===== src/design/fpe_pkg.sv =====
`timescale 1ns / 1ps
`default_nettype none
package fpe_pkg;

  localparam int FRAC_BITS_DEF = 16;
  localparam int ELEM_W        = 32;
  localparam int PIDX_W        = 3;
  localparam logic [PIDX_W-1:0] PLANE_LAST = 3'd5;

  localparam logic signed [ELEM_W-1:0] COEF_MAX = 32'sh7fff_ffff;
  localparam logic signed [ELEM_W-1:0] COEF_MIN = 32'sh8000_0000;

  // magnitude of a signed 32-bit value; -2^31 maps to 2^31
  function automatic logic [ELEM_W-1:0] mag32(input logic signed [ELEM_W-1:0] v);
    logic [ELEM_W-1:0] r;
    r = v[ELEM_W-1] ? ELEM_W'(-v) : ELEM_W'(v);
    return r;
  endfunction

endpackage
`default_nettype wire


===== src/design/frustum_plane_extract.sv =====
`timescale 1ns / 1ps
`default_nettype none
// Channel  Direction  Handshake              Payload
// in_      input      in_valid / in_ready    in_element_value (Q16.16)
// out_     output     out_valid / out_ready  out_plane_index, out_coef_x/y/z/w,
//                                            out_degenerate, out_last_plane
//
// Each element item is accepted while the sequencer is idle; the sixteenth
// starts a plane run that holds in_ready low. A plane run reads and sums
// the columns, squares and accumulates, sets up, takes a bit-serial root,
// divides each coefficient and emits; degenerate planes skip root and divide.
// Reset (rst_n, synchronous) clears the element count and control only.
// A stalled out_ready parks the run in emit until the output register frees.
module frustum_plane_extract #(
  parameter int FRAC_BITS = fpe_pkg::FRAC_BITS_DEF
) (
  input  wire                       clk,
  input  wire                       rst_n,
  input  wire                       in_valid,
  output logic                      in_ready,
  input  wire signed [31:0]         in_element_value,
  output logic                      out_valid,
  input  wire                       out_ready,
  output logic [2:0]                out_plane_index,
  output logic signed [31:0]        out_coef_x,
  output logic signed [31:0]        out_coef_y,
  output logic signed [31:0]        out_coef_z,
  output logic signed [31:0]        out_coef_w,
  output logic                      out_degenerate,
  output logic                      out_last_plane
);
  import fpe_pkg::*;

  // dividend width: magnitude << FRAC_BITS plus half the length
  localparam int NW  = ELEM_W + 1 + FRAC_BITS;
  localparam int ITW = $clog2(NW);

  localparam logic [3:0] S_IDLE = 4'd0;
  localparam logic [3:0] S_RA   = 4'd1;
  localparam logic [3:0] S_RB   = 4'd2;
  localparam logic [3:0] S_CMB  = 4'd3;
  localparam logic [3:0] S_SQ   = 4'd4;
  localparam logic [3:0] S_ACC  = 4'd5;
  localparam logic [3:0] S_SQS  = 4'd6;
  localparam logic [3:0] S_SQRT = 4'd7;
  localparam logic [3:0] S_DIVI = 4'd8;
  localparam logic [3:0] S_DIV  = 4'd9;
  localparam logic [3:0] S_DFIN = 4'd10;
  localparam logic [3:0] S_EMIT = 4'd11;

  logic [3:0]               state_r;
  logic [3:0]               cnt_r;       // elements loaded
  logic [PIDX_W-1:0]        plane_r;
  logic [1:0]               j_r;         // column / coefficient index
  logic [ITW-1:0]           it_r;        // root / divide step count

  // matrix store, one write and one registered read port
  logic signed [ELEM_W-1:0] mem [0:15];
  logic signed [ELEM_W-1:0] rd_data_r;
  logic [3:0]               rd_addr;

  logic signed [ELEM_W-1:0] a_r;
  logic signed [ELEM_W-1:0] c_r    [0:3];
  logic signed [ELEM_W-1:0] coef_r [0:3];
  logic [63:0]              prod_r;
  logic [63:0]              s2_r;
  logic                     degen_r;

  // shared root unit
  logic [63:0]              op_r;
  logic [34:0]              srem_r;
  logic [ELEM_W-1:0]        root_r;
  // shared divider
  logic [NW-1:0]            num_r;
  logic [ELEM_W:0]          drem_r;

  logic                     out_valid_r;
  logic                     in_acc;
  logic                     emit_go;

  logic signed [ELEM_W:0]   sum;
  logic signed [ELEM_W-1:0] sum_sat;
  logic [ELEM_W-1:0]        cmag;
  logic [34:0]              srem_sh;
  logic [34:0]              strial;
  logic [ELEM_W:0]          drem_sh;
  logic signed [ELEM_W-1:0] q_sat;

  assign in_ready  = (state_r == S_IDLE);
  assign in_acc    = in_valid && in_ready;
  assign out_valid = out_valid_r;
  assign emit_go   = (state_r == S_EMIT) && (!out_valid_r || out_ready);

  always_comb begin
    unique case (state_r)
      S_RB:    rd_addr = {j_r, plane_r[2:1]};
      default: rd_addr = {j_r, 2'b11};
    endcase
  end

  always_ff @(posedge clk) begin
    if (in_acc) begin
      mem[cnt_r] <= in_element_value;
    end
    rd_data_r <= mem[rd_addr];
  end

  // m[j][3] +/- m[j][r], saturated
  always_comb begin
    if (plane_r[0]) begin
      sum = {a_r[ELEM_W-1], a_r} - {rd_data_r[ELEM_W-1], rd_data_r};
    end else begin
      sum = {a_r[ELEM_W-1], a_r} + {rd_data_r[ELEM_W-1], rd_data_r};
    end
    if (sum[ELEM_W] != sum[ELEM_W-1]) begin
      sum_sat = sum[ELEM_W] ? COEF_MIN : COEF_MAX;
    end else begin
      sum_sat = sum[ELEM_W-1:0];
    end
  end

  assign cmag    = mag32(c_r[j_r]);
  assign srem_sh = {srem_r[32:0], op_r[63:62]};
  assign strial  = {1'b0, root_r, 2'b01};
  assign drem_sh = {drem_r[ELEM_W-1:0], num_r[NW-1]};

  // round-to-nearest quotient, signed and saturated
  always_comb begin
    if (c_r[j_r][ELEM_W-1]) begin
      if (num_r > NW'(64'h8000_0000)) begin
        q_sat = COEF_MIN;
      end else begin
        q_sat = ELEM_W'(-num_r[ELEM_W-1:0]);
      end
    end else begin
      if (num_r > NW'(64'h7fff_ffff)) begin
        q_sat = COEF_MAX;
      end else begin
        q_sat = num_r[ELEM_W-1:0];
      end
    end
  end

  always_ff @(posedge clk) begin
    if (!rst_n) begin
      state_r     <= S_IDLE;
      cnt_r       <= '0;
      plane_r     <= '0;
      j_r         <= '0;
      it_r        <= '0;
      out_valid_r <= 1'b0;
    end else begin
      // output register: loaded on emit, cleared when taken
      out_valid_r <= emit_go || (out_valid_r && !out_ready);
      unique case (state_r)
        S_IDLE: begin
          if (in_acc) begin
            cnt_r <= cnt_r + 4'd1;
            if (cnt_r == 4'd15) begin
              plane_r <= '0;
              j_r     <= '0;
              state_r <= S_RA;
            end
          end
        end
        S_RA: state_r <= S_RB;
        S_RB: begin
          a_r     <= rd_data_r;
          state_r <= S_CMB;
        end
        S_CMB: begin
          c_r[j_r] <= sum_sat;
          j_r      <= j_r + 2'd1;
          if (j_r == 2'd3) begin
            s2_r    <= '0;
            state_r <= S_SQ;
          end else begin
            state_r <= S_RA;
          end
        end
        S_SQ: begin
          prod_r  <= cmag * cmag;
          state_r <= S_ACC;
        end
        S_ACC: begin
          s2_r <= s2_r + prod_r;
          if (j_r == 2'd2) begin
            j_r     <= '0;
            state_r <= S_SQS;
          end else begin
            j_r     <= j_r + 2'd1;
            state_r <= S_SQ;
          end
        end
        S_SQS: begin
          op_r   <= s2_r;
          srem_r <= '0;
          root_r <= '0;
          it_r   <= ITW'(31);
          if (s2_r == 64'd0) begin
            degen_r <= 1'b1;
            for (int k = 0; k < 4; k++) coef_r[k] <= '0;
            state_r <= S_EMIT;
          end else begin
            degen_r <= 1'b0;
            state_r <= S_SQRT;
          end
        end
        S_SQRT: begin
          op_r <= {op_r[61:0], 2'b00};
          if (srem_sh >= strial) begin
            srem_r <= srem_sh - strial;
            root_r <= {root_r[ELEM_W-2:0], 1'b1};
          end else begin
            srem_r <= srem_sh;
            root_r <= {root_r[ELEM_W-2:0], 1'b0};
          end
          it_r <= it_r - ITW'(1);
          if (it_r == '0) begin
            state_r <= S_DIVI;
          end
        end
        S_DIVI: begin
          num_r   <= (NW'(cmag) << FRAC_BITS) + NW'(root_r >> 1);
          drem_r  <= '0;
          it_r    <= ITW'(NW - 1);
          state_r <= S_DIV;
        end
        S_DIV: begin
          if (drem_sh >= {1'b0, root_r}) begin
            drem_r <= drem_sh - {1'b0, root_r};
            num_r  <= {num_r[NW-2:0], 1'b1};
          end else begin
            drem_r <= drem_sh;
            num_r  <= {num_r[NW-2:0], 1'b0};
          end
          it_r <= it_r - ITW'(1);
          if (it_r == '0) begin
            state_r <= S_DFIN;
          end
        end
        S_DFIN: begin
          coef_r[j_r] <= q_sat;
          j_r         <= j_r + 2'd1;
          state_r     <= (j_r == 2'd3) ? S_EMIT : S_DIVI;
        end
        S_EMIT: begin
          if (emit_go) begin
            out_plane_index <= plane_r;
            out_coef_x      <= coef_r[0];
            out_coef_y      <= coef_r[1];
            out_coef_z      <= coef_r[2];
            out_coef_w      <= coef_r[3];
            out_degenerate  <= degen_r;
            out_last_plane  <= (plane_r == PLANE_LAST);
            j_r             <= '0;
            if (plane_r == PLANE_LAST) begin
              state_r <= S_IDLE;
            end else begin
              plane_r <= plane_r + PIDX_W'(1);
              state_r <= S_RA;
            end
          end
        end
        default: state_r <= S_IDLE;
      endcase
    end
  end

  // a degenerate plane carries all-zero coefficients
  a_degen_zero: assert property (@(posedge clk) disable iff (!rst_n)
    out_valid && out_degenerate |-> out_coef_x == 0 && out_coef_y == 0 &&
      out_coef_z == 0 && out_coef_w == 0)
    else $error("degenerate plane with nonzero coefficients");

  a_plane_range: assert property (@(posedge clk) disable iff (!rst_n)
    out_valid |-> out_plane_index <= PLANE_LAST)
    else $error("plane index out of range");

  a_last_flag: assert property (@(posedge clk) disable iff (!rst_n)
    out_valid |-> (out_last_plane == (out_plane_index == PLANE_LAST)))
    else $error("last_plane flag mismatch");

  a_run_start: assert property (@(posedge clk) disable iff (!rst_n)
    in_acc && cnt_r == 4'd15 |=> !in_ready && cnt_r == 4'd0)
    else $error("sixteenth item did not start a plane run");

endmodule
`default_nettype wire


===== config.mk =====
export PLATFORM = sky130hd
export DESIGN_NAME = frustum_plane_extract
export DESIGN_NICKNAME = d
export VERILOG_FILES = /design/src/design/fpe_pkg.sv /design/src/design/frustum_plane_extract.sv
export SDC_FILE = /design/constraint.sdc
export NUM_CORES = 2
export LEC_CHECK = 0
export BUFFER_PORTS_ARGS = -buffer_cell sky130_fd_sc_hd__buf_2
export CAP_MARGIN = 25
export CORE_MARGIN = 2
export CORE_UTILIZATION = 25
export CTS_CLUSTER_DIAMETER = 100
export DETAILED_ROUTE_END_ITERATION = 6
export PLACE_DENSITY = 0.36
export SLEW_MARGIN = 20
export SYNTH_ARGS = -nofsm -noshare
export SYNTH_HDL_FRONTEND = slang
export SYNTH_SLANG_ARGS = --single-unit

===== constraint.sdc =====
create_clock -name clk -period 12.2 [get_ports clk]
set_clock_uncertainty 0.1 [all_clocks]
set_input_delay 0.61 -clock clk [delete_from_list [all_inputs] [get_ports clk]]
set_output_delay 0.61 -clock clk [all_outputs]
set_load 0.01 [all_outputs]

# After elaboration in Yosys (flattened, before gate mapping)

Memories as Yosys holds them, arrays and structs flattened. A register that Yosys moved wholly into a read port is not among the register bits.
Index checks and enable logic that the tools add are counted.

Bits in registers: 396
Bits in writable memories: 768
Bits of input ports: 36
Output and inout bits: 135
Memories kept: 3

$add $sub $neg: 12
Multiply operators: 1
Order comparisons: 4
Equality and inequality tests: 23
Mux-type cells: 58
Reductions and logical operators: 30

Memory list:

| memory | depth | bits a word | read ports | clocked after Yosys merged registers in | write ports | RTL line                    | text |
|---|---|---|---|---|---|---|---|
| mem    | 16    | 32          | 1          | 1                                       | 1           | frustum_plane_extract.sv:58 | `logic signed [ELEM_W-1:0] mem [0:15];` |
| c_r    | 4     | 32          | 1          | 1                                       | 1           | frustum_plane_extract.sv:63 | `logic signed [ELEM_W-1:0] c_r [0:3];` |
| coef_r | 4     | 32          | 4          | 4                                       | 4           | frustum_plane_extract.sv:64 | `logic signed [ELEM_W-1:0] coef_r [0:3];` |

Operator list:

| cell                   | count |
|---|---|
| $mux W32               | 8 |
| $pmux W64 S2           | 2 |
| $pmux W32 S2           | 2 |
| $pmux W49 S2           | 1 |
| $mux W33               | 2 |
| $pmux W33 S2           | 1 |
| $add A64 B64 Y64       | 1 |
| $logic_not A64 Y1      | 1 |
| $mul A32 B32 Y64       | 1 |
| $mux W64               | 1 |
| $neg A32 Y32           | 2 |
| $add A48 B31 Y49       | 1 |
| $gt A49 B31 Y1 const B | 1 |
| $gt A49 B32 Y1 const B | 1 |
| $pmux W4 S12           | 1 |
| $ge A35 B34 Y1         | 1 |
| $add A32 B32 Y33       | 1 |
| $ge A33 B32 Y1         | 1 |
| $sub A32 B32 Y33       | 1 |
| $sub A33 B33 Y33       | 1 |
| $reduce_or A32 Y1      | 1 |
| $sub A32 B32 Y32       | 1 |
| $mux W4                | 6 |
| $eq A4 B4 Y1 const B   | 5 |
| 31 further kinds       | 84 |

# Depth between registers and ports, before layout

Word-level depth: 7
Depth in mapped cells: 44
Depth with buffers taken out: 38

# Worst setup path after synthesis

No wires, ideal clock.

Path type: flip-flop to flip-flop
Start: register state_r[1]
End: register out_coef_w[0] (read register of coef_r) (enable)
Library setup time: 0.788 ns
Data arrival time: 10.059 ns
Data required time: 11.312 ns
Slack: 1.253 ns
Stages on the path, launching flop included: 5
Cell sequence: dfxtp_1 inv_1 nor2_1 nand3_1 nor3_1

Word-level cells in the longest chain between the ends: 3

Ends and longest elaborated chain:

| element                       | RTL line                                                  | text |
|---|---|---|
| start: declaration            | frustum_plane_extract.sv:51                               | `logic [3:0] state_r;` |
| start signal: assignment      | frustum_plane_extract.sv:245                              | `state_r <= (j_r == 2'd3) ? S_EMIT : S_DIVI;` |
| $eq A4 B4 Y1 *                | frustum_plane_extract.sv:92, frustum_plane_extract.sv:155 |  |
| $logic_and A1 B1 Y1           | frustum_plane_extract.sv:92                               | `assign emit_go = (state_r == S_EMIT) && (!out_valid_r \|\| out_ready);` |
| $reduce_and A3 Y1 (no line) * | n/a                                                       |  |
| end: declaration              | frustum_plane_extract.sv:28                               | `output logic signed [31:0] out_coef_w,` |

Every way passes the cells marked *; elsewhere a longest branch is shown, timed or not.
A chain may end at the register's enable or synchronous reset.

==> reports/results.tsv <==
metric	value	unit
status	finished clean	
crit_type	register to register	
avgRoutedWirePerCell	22.9	um
slew_violations	0	
clock_path_buffers	4	
grt_max_degree	130	
synthDistinctLibCells	89	
clk_pin_slew	0.06	ns
reg2reg_slack	0.56	ns
min_from	in_element_value[9]	
die-area	359000	um^2
grt_usage	0.165	
worst-path-max-fanout	15	
num_vias	59500	
clk_latency	0.85	ns
cpPeakStageDelay	0.62	ns
holdPathStages	1	
numCtsBuffers	162	
synth_cells	7901	
finalSetupViolCount	0	
core_area	353000	um^2
clock-sinks	1325	
period_needed	11.64	ns
gp_congestion	0.862	
rsz0062_at_grt	false	
area.growth.synth_to_final	14.4	%
maxCapViolCount	0	
min_to	mem[3][9]$_DFFE_PP_	
drive_gt1_frac	0.0899	
hpwl	217000	um
grt_pass1_vias	63600	
post_cts.repair.setup_buffers	0	
grt_first_pass_wirelength	439000	um
placed_area	96200	um^2
syn_area	88700	um^2
crit_required	12.76	ns
hold_class	primary input to register	
slew_headroom	0.220	
fmax	0.0859	GHz
start_kind	register	
synthFlopType	edfxtp_1	
multi_input_area	44500	um^2
synth_edf_count	1271	
detail_route.first_pass.iterations	5	
fin_setup_tns	0	ns
fp-row-count	218	
chipWidth	600	um
antenna_found_initial	17	
cp-end-kind	register	
cts_tree	done	
start_util	0.251	
drt-total-wl	297000	um
reg2regPathDepth	31	
hold_violations	0	
fin_nets	9461	
drc	0	
seqCellArea	39300	um^2
port_buffers	170	
grt_overflow_total	0	
reg2reg_to	prod_r[56]$_DFFE_PP_	
root_buffer	clkbuf_16	
critPathMostFrequentCell	fa_1	
antenna_left	0	
pin_count	171	
ys_ff_latch	1325	
cts_max_level	4	
tightest_slew	1.16	ns
syn_avg_cell_area	11.2	um^2
cp_slowest_cell	mux4_2	
fillCellCount	36600	
die_h	600	um
ys_seq_area_frac	0.443	
crit_arrival	12.20	ns
ys_warn_count	0	
post-route-cell-area	101000	um^2
drtIter0Drc	3658	
period_share	0.954	
viasPerCell	4.58	
async_flop_share	0	
[area by class of cell]
| type | count | area share |
|---|---|---|
| Multi-Input combinational cell | 5145 | 0.438 |
| Sequential cell | 1325 | 0.387 |
| Tap cell | 4730 | 0.0583 |
| Inverter | 1130 | 0.0419 |
| Clock buffer | 192 | 0.0416 |
| Timing Repair Buffer | 385 | 0.0264 |
| Clock inverter | 84 | 0.00637 |
| Antenna cell | 3 | 0.0000740 |
[worst max-delay path by stage]
stage	end	slack, ns	cells after the start
3_5_place_dp	prod_r[56]$_DFFE_PP_	0.18	32
4_1_cts	prod_r[56]$_DFFE_PP_	0.16	32
2_1_floorplan	out_coef_w[0]$_DFFE_PP_	1.25	4
3_3_place_gp	prod_r[63]$_DFFE_PP_	0.24	33
6_report	prod_r[56]$_DFFE_PP_	0.56	31
5_1_grt	prod_r[56]$_DFFE_PP_	0.06	31
[state kept, by name (all words and copies together), names as in the netlist, 2 cells and up, named ones only]
register and cells:
mem 512, c_r 128, coef_r 128, op_r 64, s2_r 64, prod_r 63
num_r 49, srem_r 33, a_r 32, drem_r 32, out_coef_w 32, out_coef_x 32
out_coef_y 32, out_coef_z 32, rd_data_r 32, root_r 32, it_r 6, cnt_r 4
state_r 4, out_plane_index 3, plane_r 3, j_r 2
[placed cells by master, fill, tap and decap left out, drive strengths merged, types with 80 or more instances in the layout]
cell type,n
a21o,157
a21oi,389
a311oi,80
buf,354
clkbuf,192
edfxtp,1271
fa,798
ha,478
inv,1128
nand2,876
nor2,715
nor3,99
o21ai,197
o22ai,137
xnor2,213
xor2,112
[cells in the mapped netlist (all sizes together), types with 12 or more instances]
library cell,n,area [um^2]
o31ai,30,253
o21ai,197,986
and2,37,231
o21a,34,255
fa,798,16000
and3,39,244
a21oi,389,1950
a21o,157,1180
o21bai,40,300
or2,19,119
nand4,69,432
or4,12,93.8
nor2,715,2680
inv,1119,4200
a311oi,80,701
xor2,112,1050
clkbuf,297,1110
mux2i,71,711
ha,478,5980
a31oi,73,457
o22ai,137,857
edfxtp,1271,38200
a221oi,17,149
xnor2,213,1870
nor3,99,495
a211oi,23,173
dfxtp,54,1080
o211ai,15,113
nor2b,48,300
a21boi,13,97.6
nand2b,32,200
or3,22,143
mux4,36,815
nor4,42,263
buf,28,140
nand2,876,3300
nand3,63,320
[worst max-delay path: cells and delay by family (launching register included)]
kind                       cells  cell delay [ns]
xor gates and xnor gates       1             0.33
muxes                          1             0.62
adders and majority gates      9             4.56
DFF                            1             0.54
buffers and inverters          4             0.66
AOI/OAI and AO/OA             11             2.61
and+or+nand+nor                5             2.10
[metrics by stage]
| stage | util | worst slack, ns | std cells | hold slack [ns] |
|---|---|---|---|---|
| finish | 0.288 | 0.562 | 13000 | 0.0732 |
| global route | 0.288 | 0.0622 | 13000 | 0.0323 |
| CTS | 0.287 | 0.156 | 13000 | 0.0113 |
| detailed placement | 0.273 | 0.183 | 12700 | 0.305 |
| global placement | 0.272 | 0.236 | 12700 | 0.302 |
| floorplan | - | 1.25 | 7925 | 0.300 |
[logic make-up (layout without fill, tap and decap cells)]
family,after synthesis,after routing,share of synthesized area
AO/OA/AOI/OAI,1292,1292,0.0932
XOR/XNOR,325,325,0.0330
adder cells (fa/ha/maj),1283,1283,0.248
buffers and inverters,1455,1791,0.0621
flip-flops,1325,1325,0.443
multiplexers,111,111,0.0177
other,2,29,0.0000847
AND/OR/NAND/NOR,2108,2108,0.103
[metal layers]
layer / GRT usage / vias to the layer above / part of all wire
met5: 0 / - / 0.00029
met2: 0.288 / 1173 / 0.50
met4: 0.0301 / 12 / 0.018
met1: 0.221 / 30500 / 0.45
met3: 0.0177 / 309 / 0.036
li1: - / 27400 / -
[timing repair]
| item | CTS | global route |
|---|---|---|
| hold buffers | 31 | 0 |
| hold endpoints to repair | 401 | 0 |
| gates resized for setup | 0 | 5 |
| endpoints found under the setup margin | 0 | 11 |
Power is left out: the tool's default activity adds up to more than one toggle a clock period on the data nets, which glitch-free logic cannot reach.
